## src/design/nue_pkg.sv

```systemverilog
`default_nettype none

package nue_pkg;

	localparam int MaxResults = 4;
	localparam int CntW = $clog2(MaxResults + 1);
	localparam int IdxW = $clog2(MaxResults);

	localparam logic [7:0] EscByte = 8'h03;
	localparam logic [7:0] ZeroByte = 8'h00;

	localparam logic DirRemove = 1'b0;
	localparam logic DirInsert = 1'b1;

	localparam logic KindData = 1'b0;
	localparam logic KindHeader = 1'b1;

	localparam logic [1:0] HdrNone = 2'd0;
	localparam logic [1:0] HdrOne = 2'd1;
	localparam logic [1:0] HdrDone = 2'd2;

	localparam logic [1:0] RunMax = 2'd2;

	typedef struct packed {
		logic [7:0] data_byte;
		logic       first;
		logic       last;
		logic [5:0] nal_type;
		logic [5:0] layer_id;
		logic [2:0] temporal_id;
	} nue_in_t;

	typedef struct packed {
		logic       kind;
		logic [7:0] out_byte;
		logic [5:0] hdr_type;
		logic [5:0] hdr_layer;
		logic [2:0] hdr_temporal;
		logic       header_error;
		logic       end_of_unit;
	} nue_out_t;

	typedef struct packed {
		logic [1:0] zero_run;
		logic [1:0] header_count;
		logic [7:0] first_header_byte;
	} nue_state_t;

endpackage

`default_nettype wire

```

## src/design/nue_step.sv

```systemverilog
`default_nettype none

module nue_step (
	input  wire logic                   dir,
	input  wire nue_pkg::nue_state_t    state,
	input  wire nue_pkg::nue_in_t       item,
	output nue_pkg::nue_out_t           res [nue_pkg::MaxResults],
	output logic [nue_pkg::CntW-1:0]    cnt,
	output nue_pkg::nue_state_t         state_next
);

	function automatic logic [1:0] run_after(input logic [1:0] run, input logic [7:0] b);
		logic [1:0] r;
		begin
			if (b == nue_pkg::ZeroByte) begin
				r = (run < nue_pkg::RunMax) ? run + 2'd1 : run;
			end else begin
				r = 2'd0;
			end
			return r;
		end
	endfunction

	always_comb begin
		nue_pkg::nue_state_t st;
		logic [nue_pkg::CntW-1:0] n;
		logic [7:0] b;
		logic [7:0] fb;
		logic [2:0] tfield;
		logic tail;
		st = state;
		n = '0;
		b = item.data_byte;
		fb = state.first_header_byte;
		tfield = b[2:0];
		tail = item.last && (b == nue_pkg::ZeroByte);
		for (int i = 0; i < nue_pkg::MaxResults; i++) begin
			res[i] = '0;
		end
		if (item.first) begin
			st.header_count = nue_pkg::HdrNone;
			st.zero_run = 2'd0;
		end
		if (dir == nue_pkg::DirRemove) begin
			if (st.header_count == nue_pkg::HdrNone) begin
				st.first_header_byte = b;
				st.header_count = nue_pkg::HdrOne;
				if (item.last) begin
					res[0].kind = nue_pkg::KindHeader;
					res[0].hdr_type = b[6:1];
					res[0].hdr_layer = {b[0], 5'd0};
					res[0].header_error = 1'b1;
					res[0].end_of_unit = 1'b1;
					n = nue_pkg::CntW'(1);
				end
			end else if (st.header_count == nue_pkg::HdrOne) begin
				res[0].kind = nue_pkg::KindHeader;
				res[0].hdr_type = fb[6:1];
				res[0].hdr_layer = {fb[0], b[7:3]};
				res[0].hdr_temporal = (tfield == 3'd0) ? 3'd0 : tfield - 3'd1;
				res[0].header_error = fb[7] || (tfield == 3'd0);
				res[0].end_of_unit = item.last;
				n = nue_pkg::CntW'(1);
				st.header_count = nue_pkg::HdrDone;
				st.zero_run = 2'd0;
			end else begin
				if (st.zero_run == nue_pkg::RunMax && b == nue_pkg::EscByte) begin
					st.zero_run = 2'd0;
				end else begin
					res[0].kind = nue_pkg::KindData;
					res[0].out_byte = b;
					res[0].end_of_unit = item.last;
					n = nue_pkg::CntW'(1);
					st.zero_run = run_after(st.zero_run, b);
				end
			end
		end else begin
			if (st.header_count != nue_pkg::HdrDone) begin
				res[0].out_byte = {item.nal_type, item.layer_id[5]};
				res[1].out_byte = {item.layer_id[4:0], 3'(item.temporal_id + 3'd1)};
				n = nue_pkg::CntW'(2);
				st.header_count = nue_pkg::HdrDone;
				st.zero_run = 2'd0;
			end
			if (st.zero_run == nue_pkg::RunMax && b[7:2] == 6'd0) begin
				res[n[nue_pkg::IdxW-1:0]].out_byte = nue_pkg::EscByte;
				n = n + 1'b1;
				st.zero_run = 2'd0;
			end
			res[n[nue_pkg::IdxW-1:0]].out_byte = b;
			res[n[nue_pkg::IdxW-1:0]].end_of_unit = item.last && !tail;
			n = n + 1'b1;
			st.zero_run = run_after(st.zero_run, b);
			if (tail) begin
				res[n[nue_pkg::IdxW-1:0]].out_byte = nue_pkg::EscByte;
				res[n[nue_pkg::IdxW-1:0]].end_of_unit = 1'b1;
				n = n + 1'b1;
			end
		end
		if (item.last) begin
			st.header_count = nue_pkg::HdrNone;
			st.zero_run = 2'd0;
		end
		cnt = n;
		state_next = st;
	end

endmodule

`default_nettype wire

```

## src/design/nal_unit_emulation_prevention.sv

```systemverilog
// channel   | direction | signals                          | transfer when
// item      | in        | item_valid, item_stall, item     | item_valid && !item_stall
// result    | out       | result_valid, result_stall, result | result_valid && !result_stall
// cfg       | in        | cfg_valid, cfg_ready, cfg_data   | cfg_valid && cfg_ready
//
// an item stays in the input register until its results (0..4) have all gone to the result register
// unless stalled, one result per cycle goes out via the result register, fed by the input register
// one-result items stream at one per cycle if unstalled; inserted escapes and headers stall input
// arst_n clears direction, zero run, header count and all valid flags
// result_stall holds the result register and, through it, the input register if results remain

`default_nettype none

module nal_unit_emulation_prevention (
	input  wire logic                clk,
	input  wire logic                arst_n,
	input  wire logic                item_valid,
	output logic                     item_stall,
	input  wire nue_pkg::nue_in_t    item,
	output logic                     result_valid,
	input  wire logic                result_stall,
	output nue_pkg::nue_out_t        result,
	input  wire logic                cfg_valid,
	output logic                     cfg_ready,
	input  wire logic                cfg_data
);

	logic                      dir_q;
	nue_pkg::nue_state_t       state_q;
	nue_pkg::nue_state_t       state_next;
	nue_pkg::nue_in_t          item_s1;
	logic                      valid_s1;
	logic [nue_pkg::IdxW-1:0]  idx_q;
	nue_pkg::nue_out_t         res [nue_pkg::MaxResults];
	logic [nue_pkg::CntW-1:0]  cnt;
	nue_pkg::nue_out_t         result_s2;
	logic                      valid_s2;
	logic                      out_free;
	logic                      emit;
	logic                      last_res;
	logic                      done;
	logic                      accept;

	nue_step u_step (
		.dir        (dir_q),
		.state      (state_q),
		.item       (item_s1),
		.res        (res),
		.cnt        (cnt),
		.state_next (state_next)
	);

	assign out_free = !valid_s2 || !result_stall;
	assign last_res = ({1'b0, idx_q} + nue_pkg::CntW'(1)) == cnt;
	assign emit = valid_s1 && (cnt != '0) && out_free;
	assign done = valid_s1 && ((cnt == '0) || (out_free && last_res));
	assign item_stall = valid_s1 && !done;
	assign accept = item_valid && !item_stall;
	assign cfg_ready = 1'b1;
	assign result_valid = valid_s2;
	assign result = result_s2;

	always_ff @(posedge clk or negedge arst_n) begin
		if (!arst_n) begin
			dir_q <= nue_pkg::DirRemove;
			state_q <= '0;
			valid_s1 <= 1'b0;
			valid_s2 <= 1'b0;
			idx_q <= '0;
		end else begin
			if (cfg_valid && cfg_ready) begin
				dir_q <= cfg_data;
			end
			if (done) begin
				state_q <= state_next;
				idx_q <= '0;
			end else if (emit) begin
				idx_q <= idx_q + 1'b1;
			end
			valid_s1 <= accept || (valid_s1 && !done);
			valid_s2 <= emit || (valid_s2 && result_stall);
		end
	end

	always_ff @(posedge clk) begin
		if (accept) begin
			item_s1 <= item;
		end
		if (emit) begin
			result_s2 <= res[idx_q];
		end
	end

endmodule

`default_nettype wire

```

## config.mk

```make
export PLATFORM = sky130hd
export DESIGN_NAME = nal_unit_emulation_prevention
export DESIGN_NICKNAME = d
export VERILOG_FILES = /design/src/design/nue_pkg.sv /design/src/design/nue_step.sv /design/src/design/nal_unit_emulation_prevention.sv
export SDC_FILE = /design/constraint.sdc
export NUM_CORES = 1
export LEC_CHECK = 0
export ABC_CLOCK_PERIOD_IN_PS = 9600
export BUFFER_PORTS_ARGS = -buffer_cell sky130_fd_sc_hd__buf_4
export CORE_MARGIN = 8
export CORE_UTILIZATION = 50
export CTS_BUF_LIST = sky130_fd_sc_hd__clkbuf_8
export DETAILED_ROUTE_END_ITERATION = 10
export PLACE_DENSITY_LB_ADDON = 0.25
export SYNTH_ARGS = -nofsm -noshare
export SYNTH_HDL_FRONTEND = slang
export SYNTH_SLANG_ARGS = --single-unit
```

## constraint.sdc

```tcl
create_clock -name clk -period 9.6 [get_ports clk]
set_input_delay 0.48 -clock clk [delete_from_list [all_inputs] [get_ports clk]]
set_output_delay 0.48 -clock clk [all_outputs]
set_load 0.01 [all_outputs]
```

### Word level (Yosys, flattened, before mapping)

Index checks and enable logic that the tools add are counted.

| cells by class | value |
|---|---|
| add/subtract/negate cells | 9 |
| order comparisons | 9 |
| bitwise gates (word level) | 5 |
| eq/ne operators | 6 |
| reductions and logical operators | 32 |
| muxes and demuxes | 70 |

Operator list:

| cell | number |
|---|---|
| bitwise mux 104 bit | 5 |
| 2-to-1 mux 104 bit | 3 |
| demux 26 bit (select 2 bit) | 5 |
| 2-to-1 mux 26 bit | 3 |
| 2-to-1 mux 78 bit | 1 |
| 2-to-1 mux 25 bit | 3 |
| binary-select mux 26 bit (select 2 bit) | 1 |
| 2-to-1 mux 8 bit | 6 |
| 2-to-1 mux 2 bit | 16 |
| 2-to-1 mux 3 bit | 9 |
| 2-to-1 mux 12 bit | 2 |
| 2-to-1 mux 4 bit | 5 |
| 2-to-1 mux 16 bit | 1 |
| logical AND 1 bit | 14 |
| adder 3 x 1 -> 3 bit, second input constant | 4 |
| >= comparator 3 bit, second input constant | 4 |
| NOT 2 -> 3 bit | 4 |
| < comparator 3 x 1 -> 1 bit, second input constant | 3 |
| 2-to-1 mux 1 bit | 9 |
| == test 8 x 2 -> 1 bit, second input constant | 1 |
| logical NOT 8 bit | 1 |
| 2-to-1 mux 7 bit | 1 |
| adder 2 x 1 -> 2 bit, second input constant | 3 |
| logical NOT 3 bit | 2 |
| 15 further kinds | 25 |

| storage, ports and cells | value |
|---|---|
| flip-flop bits (word level) | 68 |
| output and inout bits | 29 |
| word-level logic and storage cells | 151 |
| input bits | 31 |

### Depth between registers and ports, before layout

Gate-level depths: netlist (run 1).

| logic depth | value |
|---|---|
| word-level depth | 22 |
| depth in mapped cells | 13 |
| gate-level depth less buffers | 12 |

### By module

A second synthesis (run 1) with hierarchy kept.

| second synthesis, totals | value |
|---|---|
| cells, all modules | 386 |
| area, all modules | 4631.9 sq um |

By module, submodules not included:

| module | area an instance (sq um) | cells each | instances | sequential area each (sq um) |
|---|---|---|---|---|
| nal_unit_emulation_prevention | 3106.7 | 167 | 1 | 1956.9 |
| nue_step | 1525.2 | 219 | 1 | 0.0 |

### Least setup slack after synthesis (run 1)

No wires, ideal clock.

| timing path | value |
|---|---|
| kind | register -> register |
| start point | register item_s1[16] (netlist bit) |
| end point | register item_s1[0] (netlist bit), enable pin |
| arrival time | 3700 ps |
| period minus slack after synthesis | 4110 ps |
| setup time | 409 ps |
| cell stages (with the launch flop) | 13 |
| buffers on the path | 0 |
| setup slack | 5490 ps |
| required time | 9191 ps |
| path through | edfxtp_1 nor2b_1 ha_1 and4bb_2 and3_1 inv_1 ha_1 nor3_1 o21bai_1 a21oi_1 nand2b_1 a41oi_1 nor2b_1 |

| between the ends | value |
|---|---|
| word-level cells in the longest chain between the ends | 20 |
| elaborated cells between the ends (all ways) | 31 |
| those cells by class | add/sub (3); eq/ne (5); mux (12); reduce/logical (11) |

Ends and longest elaborated chain:

| element | RTL line | source |
|---|---|---|
| from (decl) | nal_unit_emulation_prevention.sv:31 | `nue_pkg::nue_in_t item_s1;` |
| from (signal assigned) | nal_unit_emulation_prevention.sv:87 | `item_s1 <= item;` |
| 2-to-1 mux 4 bit * | nue_step.sv:40 | `if (item.first) begin` |
| branches (longest 10 deep; another with adder 3 x 1 -> 3 bit) | n/a |  |
| 2-to-1 mux 3 bit * | nue_step.sv:44 | `if (dir == nue_pkg::DirRemove) begin` |
| == test 3 bit | nal_unit_emulation_prevention.sv:54 | `assign last_res = ({1'b0, idx_q} + nue_pkg::CntW'(1)) == cnt;` |
| logical AND 1 bit | nal_unit_emulation_prevention.sv:56 | `assign done = valid_s1 && ((cnt == '0) \|\| (out_free && last_res));` |
| logical OR 1 bit * | nal_unit_emulation_prevention.sv:56 |  |
| logical AND 1 bit * | nal_unit_emulation_prevention.sv:56 |  |
| logical NOT 1 bit * | nal_unit_emulation_prevention.sv:57 | `assign item_stall = valid_s1 && !done;` |
| logical AND 1 bit * | nal_unit_emulation_prevention.sv:57 |  |
| net item_stall | nal_unit_emulation_prevention.sv:18 | `output logic item_stall,` |
| logical NOT 1 bit * | nal_unit_emulation_prevention.sv:58 | `assign accept = item_valid && !item_stall;` |
| logical AND 1 bit * | nal_unit_emulation_prevention.sv:58 |  |
| net accept | nal_unit_emulation_prevention.sv:42 | `logic accept;` |

Mark *: on every way through the listed nets, which the timed path passes. The select of a mux whose other input is x is not followed.
A chain may end at the register's enable or synchronous reset.

### Worst setup path in the final report (run 1)

| timing path | value |
|---|---|
| start point | register item_s1[16] (netlist bit) |
| end point | output port item_stall |

| between the ends | value |
|---|---|
| word-level cells in the longest chain between the ends | 18 |
| elaborated cells between the ends (all ways) | 29 |
| those cells by class | add/sub (3); eq/ne (5); mux (12); reduce/logical (9) |

Ends and longest elaborated chain:

| element | RTL line |
|---|---|
| 2-to-1 mux 4 bit * | nue_step.sv:40 |
| branches (longest 10 deep; another with adder 3 x 1 -> 3 bit) | n/a |
| 2-to-1 mux 3 bit * | nue_step.sv:44 |
| == test 3 bit | nal_unit_emulation_prevention.sv:54 |
| logical AND 1 bit | nal_unit_emulation_prevention.sv:56 |
| logical OR 1 bit * | nal_unit_emulation_prevention.sv:56 |
| logical AND 1 bit * | nal_unit_emulation_prevention.sv:56 |
| logical NOT 1 bit * | nal_unit_emulation_prevention.sv:57 |
| logical AND 1 bit * | nal_unit_emulation_prevention.sv:57 |
| to (decl) | nal_unit_emulation_prevention.sv:18 |

Mark *: on every way between the ends. The select of a mux whose other input is x is not followed.

==> results of run 1 <==
==> final cells by class <==
class / count / area, um^2 / area share
flip-flops and latches: 68 / 1960 / 0.470
multi-input cells: 201 / 1410 / 0.339
repair buffers: 61 / 460 / 0.111
inverters: 11 / 41.3 / 0.00992
well taps: 80 / 100 / 0.0241
clock buffers: 9 / 124 / 0.0298
clock inverters: 7 / 67.6 / 0.0162
==> placed cells by master (no fill, tap or decap), types with 4 or more instances in the layout <==
| cell type | netlist | routed |
|---|---|---|
| clkbuf_8 | 0 | 9 |
| inv_1 | 10 | 11 |
| nand3_1 | 4 | 4 |
| nor3_1 | 12 | 12 |
| nand2_1 | 33 | 33 |
| mux2_4 | 8 | 8 |
| o21ai_0 | 14 | 14 |
| mux2_2 | 4 | 4 |
| and2_1 | 5 | 5 |
| a32oi_1 | 4 | 4 |
| edfxtp_1 | 51 | 51 |
| a22o_1 | 9 | 9 |
| dfrtp_1 | 17 | 17 |
| ha_1 | 14 | 14 |
| nor2_1 | 18 | 18 |
| buf_4 | 1 | 60 |
| a31oi_1 | 4 | 4 |
| a21oi_1 | 11 | 10 |
| xnor2_1 | 4 | 4 |
==> worst max-delay path: stages, from the launching register on <==
cell and delay (ns):
edfxtp_1 0.45, nor2b_1 0.26, ha_1 0.61, and4bb_2 0.37, and3_1 0.32, inv_1 0.08, ha_1 0.31, nor3_1 0.20
o21bai_1 0.09, a21oi_1 0.24, nand2b_1 0.21, a41oi_1 0.09, buf_4 0.19
==> report_power, final <==
| part | switching [mW] | internal (mW) |
|---|---|---|
| Sequential | 0.0571 | 0.419 |
| Clock | 0.112 | 0.119 |
| Combinational | 0.191 | 0.168 |
==> logic make-up after synthesis <==
kind of cell / after synthesis / share of synthesized area
AO/OA/AOI/OAI: 71 / 0.145
adder cells (fa/ha/maj): 14 / 0.0502
AND/OR/NAND/NOR: 97 / 0.144
buffers and inverters: 28 / 0.0362
XOR/XNOR: 5 / 0.0126
flip-flops: 68 / 0.561
multiplexers: 13 / 0.0502
other: 1 / 0.00108
==> layer usage <==
layer | track usage | up-vias | wire length, um
met5 | 0 | - | 0
met4 | 0.0745 | 0 | 146
met3 | 0.0489 | 13 | 549
met2 | 0.269 | 101 | 3760
met1 | 0.208 | 1225 | 3470
li1 | - | 1218 | -
==> timing repair <==
item	in CTS	in global routing
hold endpoints to repair	17	0
setup endpoints to repair	0	0
hold buffers	1	0
==> worst paths after layout <==
| path | start | end | slack (ns) | cells past startpoint |
|---|---|---|---|---|
| max in group asynchronous | arst_n | state_q[2]$_DFFE_PN0P_ | 8.87 | 2 |
| worst max-delay path | item_s1[16]$_DFFE_PP_ | item_stall | 5.35 | 12 |
| worst max register to register | item_s1[16]$_DFFE_PP_ | item_s1[15]$_DFFE_PP_ | 5.57 | 13 |
| worst min-delay path | item[21] | item_s1[21]$_DFFE_PP_ | 0.30 | 1 |
| min in group asynchronous | arst_n | state_q[11]$_DFFE_PN0P_ | 0.53 | 2 |
| worst min register to register | state_q[9]$_DFFE_PN0P_ | state_q[9]$_DFFE_PN0P_ | 0.51 | 1 |
==> registers in the layout, summed over array words and instances, names as in the netlist <==
name          count
dir_q             1
idx_q             2
item_s1          25
result           26
result_valid      1
state_q          12
valid_s1          1
==> key figures, run 1 <==
Synth
  • Synthesized cell area: between 3000 and 4000 um^2
  • Synth Area per Inst: about 12 um^2
  • Top_reg_cell synth: edfxtp_1
  • Synth cell types: about 60
  • Register area share after synthesis: 0.561
  • Post-Syn Instances: just under 300
  • Ys async rst share: 0.250
  • Synthesized Nets: 342
  • Yosys reg bits: 68
  • Post-synth EDFFs: a little over 50
  • Most frequent cell after synthesis: edfxtp_1
  • Top cells by count, synth: edfxtp_1, nand2_1, nor2_1
  • Yosys top cell by area: edfxtp_1
  • Synth Warn #: 0
  • Top cell type's share of synthesized area: 0.439
  • Area contributors post-synth: edfxtp_1, dfrtp_1, ha_1

Cells and area
  • Fin nets: 397
  • Non-Filler Instances: around 440
  • Filler cells: 550
  • Final antenna diode count: 0
  • Post-route cell area: 4160 um^2
  • Share of layout cells above drive strength 1: 0.277
  • Synthesis-to-finish area growth: 19.3%
  • Final Util: 0.616

Route
  • DR WL/cell: about 18 um
  • Avg Vias per Cell: around 5.9
  • Residual DRC: 0
  • Via Count: 2557
  • Antenna-violating nets left: 0
  • Total Wirelength: just under 8 mm
  • DRT iter0 DRCs: about 230
  • Drt pass-1 iters: 4

Critical path
  • Critical-path maximum fanout: 16
  • WP data arrival: between 3 and 4 ns
  • Worst setup EP type: primary output
  • Kind of critical path: flop to primary output
  • Worst EP required: ~9.1 ns
  • CP Launch Type: flop

Run
  • Max cap viols: 0

CTS
  • CTS Sinks: 68
  • CTS tree: done
  • Clock transition at the registers of the reported paths: approximately 0.080 ns
  • CTS buffer count: 9
  • Post_cts resized: 0
  • Clock root cell: clkbuf_8
  • Postcts setup bufs: 0
  • Depth of the CTS H-tree: 3
  • Clock Latency Late Sink: between 0.3 and 0.4 ns
  • CTS Buffer Depth: 2

GRT
  • Grt total ovfl: 0
  • First-pass GRT wire length: between 10 and 15 mm
  • Pin count of the biggest net entering global routing: 27
  • Initial antenna violation count: 0
  • Gr usage total: 0.169
  • Vias in the first global route: between 2000 and 3000

Die
  • Die Ht: 99.5 um
  • I/O pin cnt: 60
  • # rows: 30
  • Core area: between 6000 and 7000 um^2
  • DIE AREA: 9910 um^2
  • Die W: ~100 um
  • Initial Util: 0.516

Worst hold path
  • Worst min-delay path class: input port to flop

Timing
  • Worst slew margin: 0.186
  • Min Tclk post-route: 4.25 ns
  • Post-Route Setup TNS: 0 ns
  • RSZ-0062 raised after global routing: false
  • Actual slew at the worst max-slew pin: 1.21 ns
  • Fin. max-slew vios: 0
  • Final WS setup: between 5 and 6 ns
  • Period utilization: 0.442
  • WHS: about 0.30 ns
  • Maximum clock rate: around 0.24 GHz
  • Final Hold Viols: 0
  • Final setup fails: 0
  • Worst-case clock skew: just under 0.006 ns

Pwr
  • Total power draw: between 1 and 1.5 mW
  • Peak VDD IR: 0.000131 V
  • Leak Pwr: ~1.7 nW
  • Pwr/cell area: 256 nW/um^2

Placed design
  • Dpl cell area: between 3000 and 4000 um^2
  • Port Buffers: 58
  • Pre-CTS setup slack: 5.62 ns
  • Cells after DPL: 420
  • Placed wire-length estimate: about 5.8 mm
  • GPL Wtd Cong: approximately 0.90

Outcome
  • Outcome: finished, final reports clean
Power figures use the tool's default switching activity.
==> run 2: changes to the inputs <==
--- a/config.mk
+++ b/config.mk
@@ -5,7 +5,7 @@
 export SDC_FILE = /design/constraint.sdc
 export NUM_CORES = 1
 export LEC_CHECK = 0
-export ABC_CLOCK_PERIOD_IN_PS = 9600
+export ABC_CLOCK_PERIOD_IN_PS = 3700
 export BUFFER_PORTS_ARGS = -buffer_cell sky130_fd_sc_hd__buf_4
 export CORE_MARGIN = 8
 export CORE_UTILIZATION = 50
==> constraint.sdc (replaced) <==
create_clock -name clk -period 3.7 [get_ports clk]
set_input_delay 0.185 -clock clk [delete_from_list [all_inputs] [get_ports clk]]
set_output_delay 0.185 -clock clk [all_outputs]
set_load 0.01 [all_outputs]
==> run 2 against run 1 <==
  * Cell area increased by 2.3%
  * Via count down 0.86%
  * Global-route usage decreased by 0.55 points
  * Sequential power rose to 2.6 times the previous value
  * Core utilization is 1.4 points higher
  * Non-clock buffer count is 10 higher
  * Die area is the same
  * Largest power group unchanged
  * Setup slack lost 5.1 ns
  * Largest cell class unchanged
  * Critical path type unchanged
  * Sequential cell count is the same
==> key figures, run 2 (same netlist as run 1, synthesis figures left out) <==
Route
  • Total Wirelength: 7.92 mm
  • Residual DRC: 0
  • DR WL/cell: between 15 and 20 um
  • Met2 wire length: 3.66 mm
  • Top layer reached by signal wires: met4
  • Drt pass-1 iters: 5
  • Avg Vias per Cell: about 5.7
  • DRT iter0 DRCs: 190
  • Met1 wire length: between 3 and 4 mm
  • Met3 WL post-DR: around 530 um
  • Via Count: roughly 2500
  • Antenna-violating nets left: 0

Cells and area
  • Post-route cell area: approximately 4300 um^2
  • Fin nets: between 400 and 500
  • Max reg flops: 26
  • Commonest non-fill, non-tap cell in the layout: buf_4
  • Share of layout cells above drive strength 1: 0.289
  • Non-Filler Instances: ~450
  • Area of the multi-input gates: about 1400 um^2
  • Synthesis-to-finish area growth: 22.0%
  • Reg area: approximately 2000 um^2
  • Final antenna diode count: 0
  • Most frequent cells in the layout: buf_4, edfxtp_1, nand2_1, nor2_1, dfrtp_1
  • Filler cells: around 530

CTS
  • CTS Buffer Depth: 2
  • CTS buffer count: 9
  • Clock Latency Late Sink: roughly 0.34 ns
  • Clock root cell: clkbuf_8
  • Clock transition at the registers of the reported paths: approximately 0.08 ns
  • Post_cts resized: 0
  • CTS tree: done
  • Depth of the CTS H-tree: 3
  • CTS Sinks: 68

Placed design
  • Dpl cell area: between 4000 and 5000 um^2
  • Placed wire-length estimate: 5.64 mm
  • Port Buffers: just under 60
  • Pre-CTS setup slack: between 0.3 and 0.4 ns
  • GPL Wtd Cong: 0.895
  • Cells after DPL: 427

GRT
  • Initial antenna violation count: 0
  • First-pass GRT wire length: 12.7 mm
  • Gr usage total: 0.163
  • Grt total ovfl: 0
  • Vias in the first global route: about 2500
  • Pin count of the biggest net entering global routing: 27

Critical path
  • CP Launch Type: flop
  • Worst EP required: ~3.5 ns
  • Worst setup EP type: primary output
  • Most used cell, CP: ha_1
  • Worst-path cell chain: nor2b_1, ha_1, and4bb_2, and3_1, inv_1, ha_1, nor3_1, o21bai_1, a21oi_1, nand2b_1, a41oi_1, buf_4
  • Slowest cell on crit path: edfxtp_1
  • Crit path max-delay family: simple AND/OR/NAND/NOR gates
  • Kind of critical path: flop to primary output
  • CP max stage delay: 0.44 ns
  • WP buf/inv: 2
  • Critical-path maximum fanout: 7
  • Worst R2R Setup Slack: roughly 0.29 ns
  • WP data arrival: about 3.2 ns

Timing
  • Worst-case clock skew: roughly 0.011 ns
  • Actual slew at the worst max-slew pin: approximately 0.69 ns
  • Post-Route Setup TNS: 0 ns
  • Final setup fails: 0
  • RSZ-0062 raised after global routing: false
  • Fin. max-slew vios: 0
  • Worst slew margin: 0.540
  • Maximum clock rate: between 0.2 and 0.3 GHz
  • Final Hold Viols: 0
  • Final WS setup: around 0.27 ns
  • Period utilization: 0.927
  • Min Tclk post-route: about 3.4 ns

Die
  • # rows: 30
  • Core area: 6760 um^2
  • I/O pin cnt: 60
  • Die Ht: between 90 and 100 um
  • Die W: between 90 and 100 um
  • DIE AREA: a little under 10000 um^2
  • Initial Util: 0.516

Run
  • Max cap viols: 0

Pwr
  • Peak VDD IR: 0.000292 V
  • Leak Pwr: between 1.5 and 2 nW
  • Pwr/cell area: 653 nW/um^2

Worst hold path
  • Worst min-delay path class: input port to flop

Outcome
  • Outcome: finished, final reports clean
-- run 2: metrics by stage --
step                      total power [mW]  utilization  hold slack, ns
after CTS                             2.79        0.626         0.00459
after global placement                2.18        0.596          0.0581
after floorplan                       1.85            -          -0.111
after global routing                  2.94        0.630         0.00176
final                                 2.78        0.630         0.00927
after detailed placement              2.19        0.596          0.0696
-- run 2: worst paths after layout --
check | from | to | depth (start not counted)
max | item_s1[16]$_DFFE_PP_ | item_stall | 12
min | item[3] | item_s1[3]$_DFFE_PP_ | 1
max reg2reg | item_s1[16]$_DFFE_PP_ | item_s1[22]$_DFFE_PP_ | 13
min reg2reg | state_q[9]$_DFFE_PN0P_ | state_q[9]$_DFFE_PN0P_ | 1
max in group asynchronous | arst_n | state_q[7]$_DFFE_PN0P_ | 2
min in group asynchronous | arst_n | state_q[10]$_DFFE_PN0P_ | 2
-- run 2: layout make-up --
class | count | area share
Tap cell | 80 | 0.0235
Timing Repair Buffer | 71 | 0.131
Sequential cell | 68 | 0.460
Clock inverter | 7 | 0.0159
Multi-Input combinational cell | 201 | 0.332
Clock buffer | 9 | 0.0291
Inverter | 11 | 0.00970
-- run 2: timing repair --
action / 4_1_cts / 5_1_grt
buffers inserted: 0 / 0
hold endpoints to repair: 17 / 3
hold buffers: 1 / 3
-- run 2: worst reg2reg max path, cell delays in order, from the launching register on --
cell,delay [ns]
edfxtp_1,0.44
nor2b_1,0.23
ha_1,0.21
and4bb_2,0.30
and3_1,0.33
inv_1,0.08
ha_1,0.31
nor3_1,0.20
o21bai_1,0.08
a21oi_1,0.23
nand2b_1,0.20
a41oi_1,0.09
nor2b_2,0.19
buf_12,0.19
-- run 2: layer usage --
metal | track usage | vias up
met2 | 0.263 | 97
met5 | 0 | -
li1 | - | 1237
met3 | 0.0461 | 11
met1 | 0.204 | 1190
met4 | 0.0594 | 0
-- run 2: where the power goes --
group | switching (mW) | total (mW) | internal [mW]
registers | 0.133 | 1.22 | 1.09
clock network | 0.288 | 0.596 | 0.309
logic | 0.511 | 0.967 | 0.455
total | 0.932 | 2.78 | 1.85
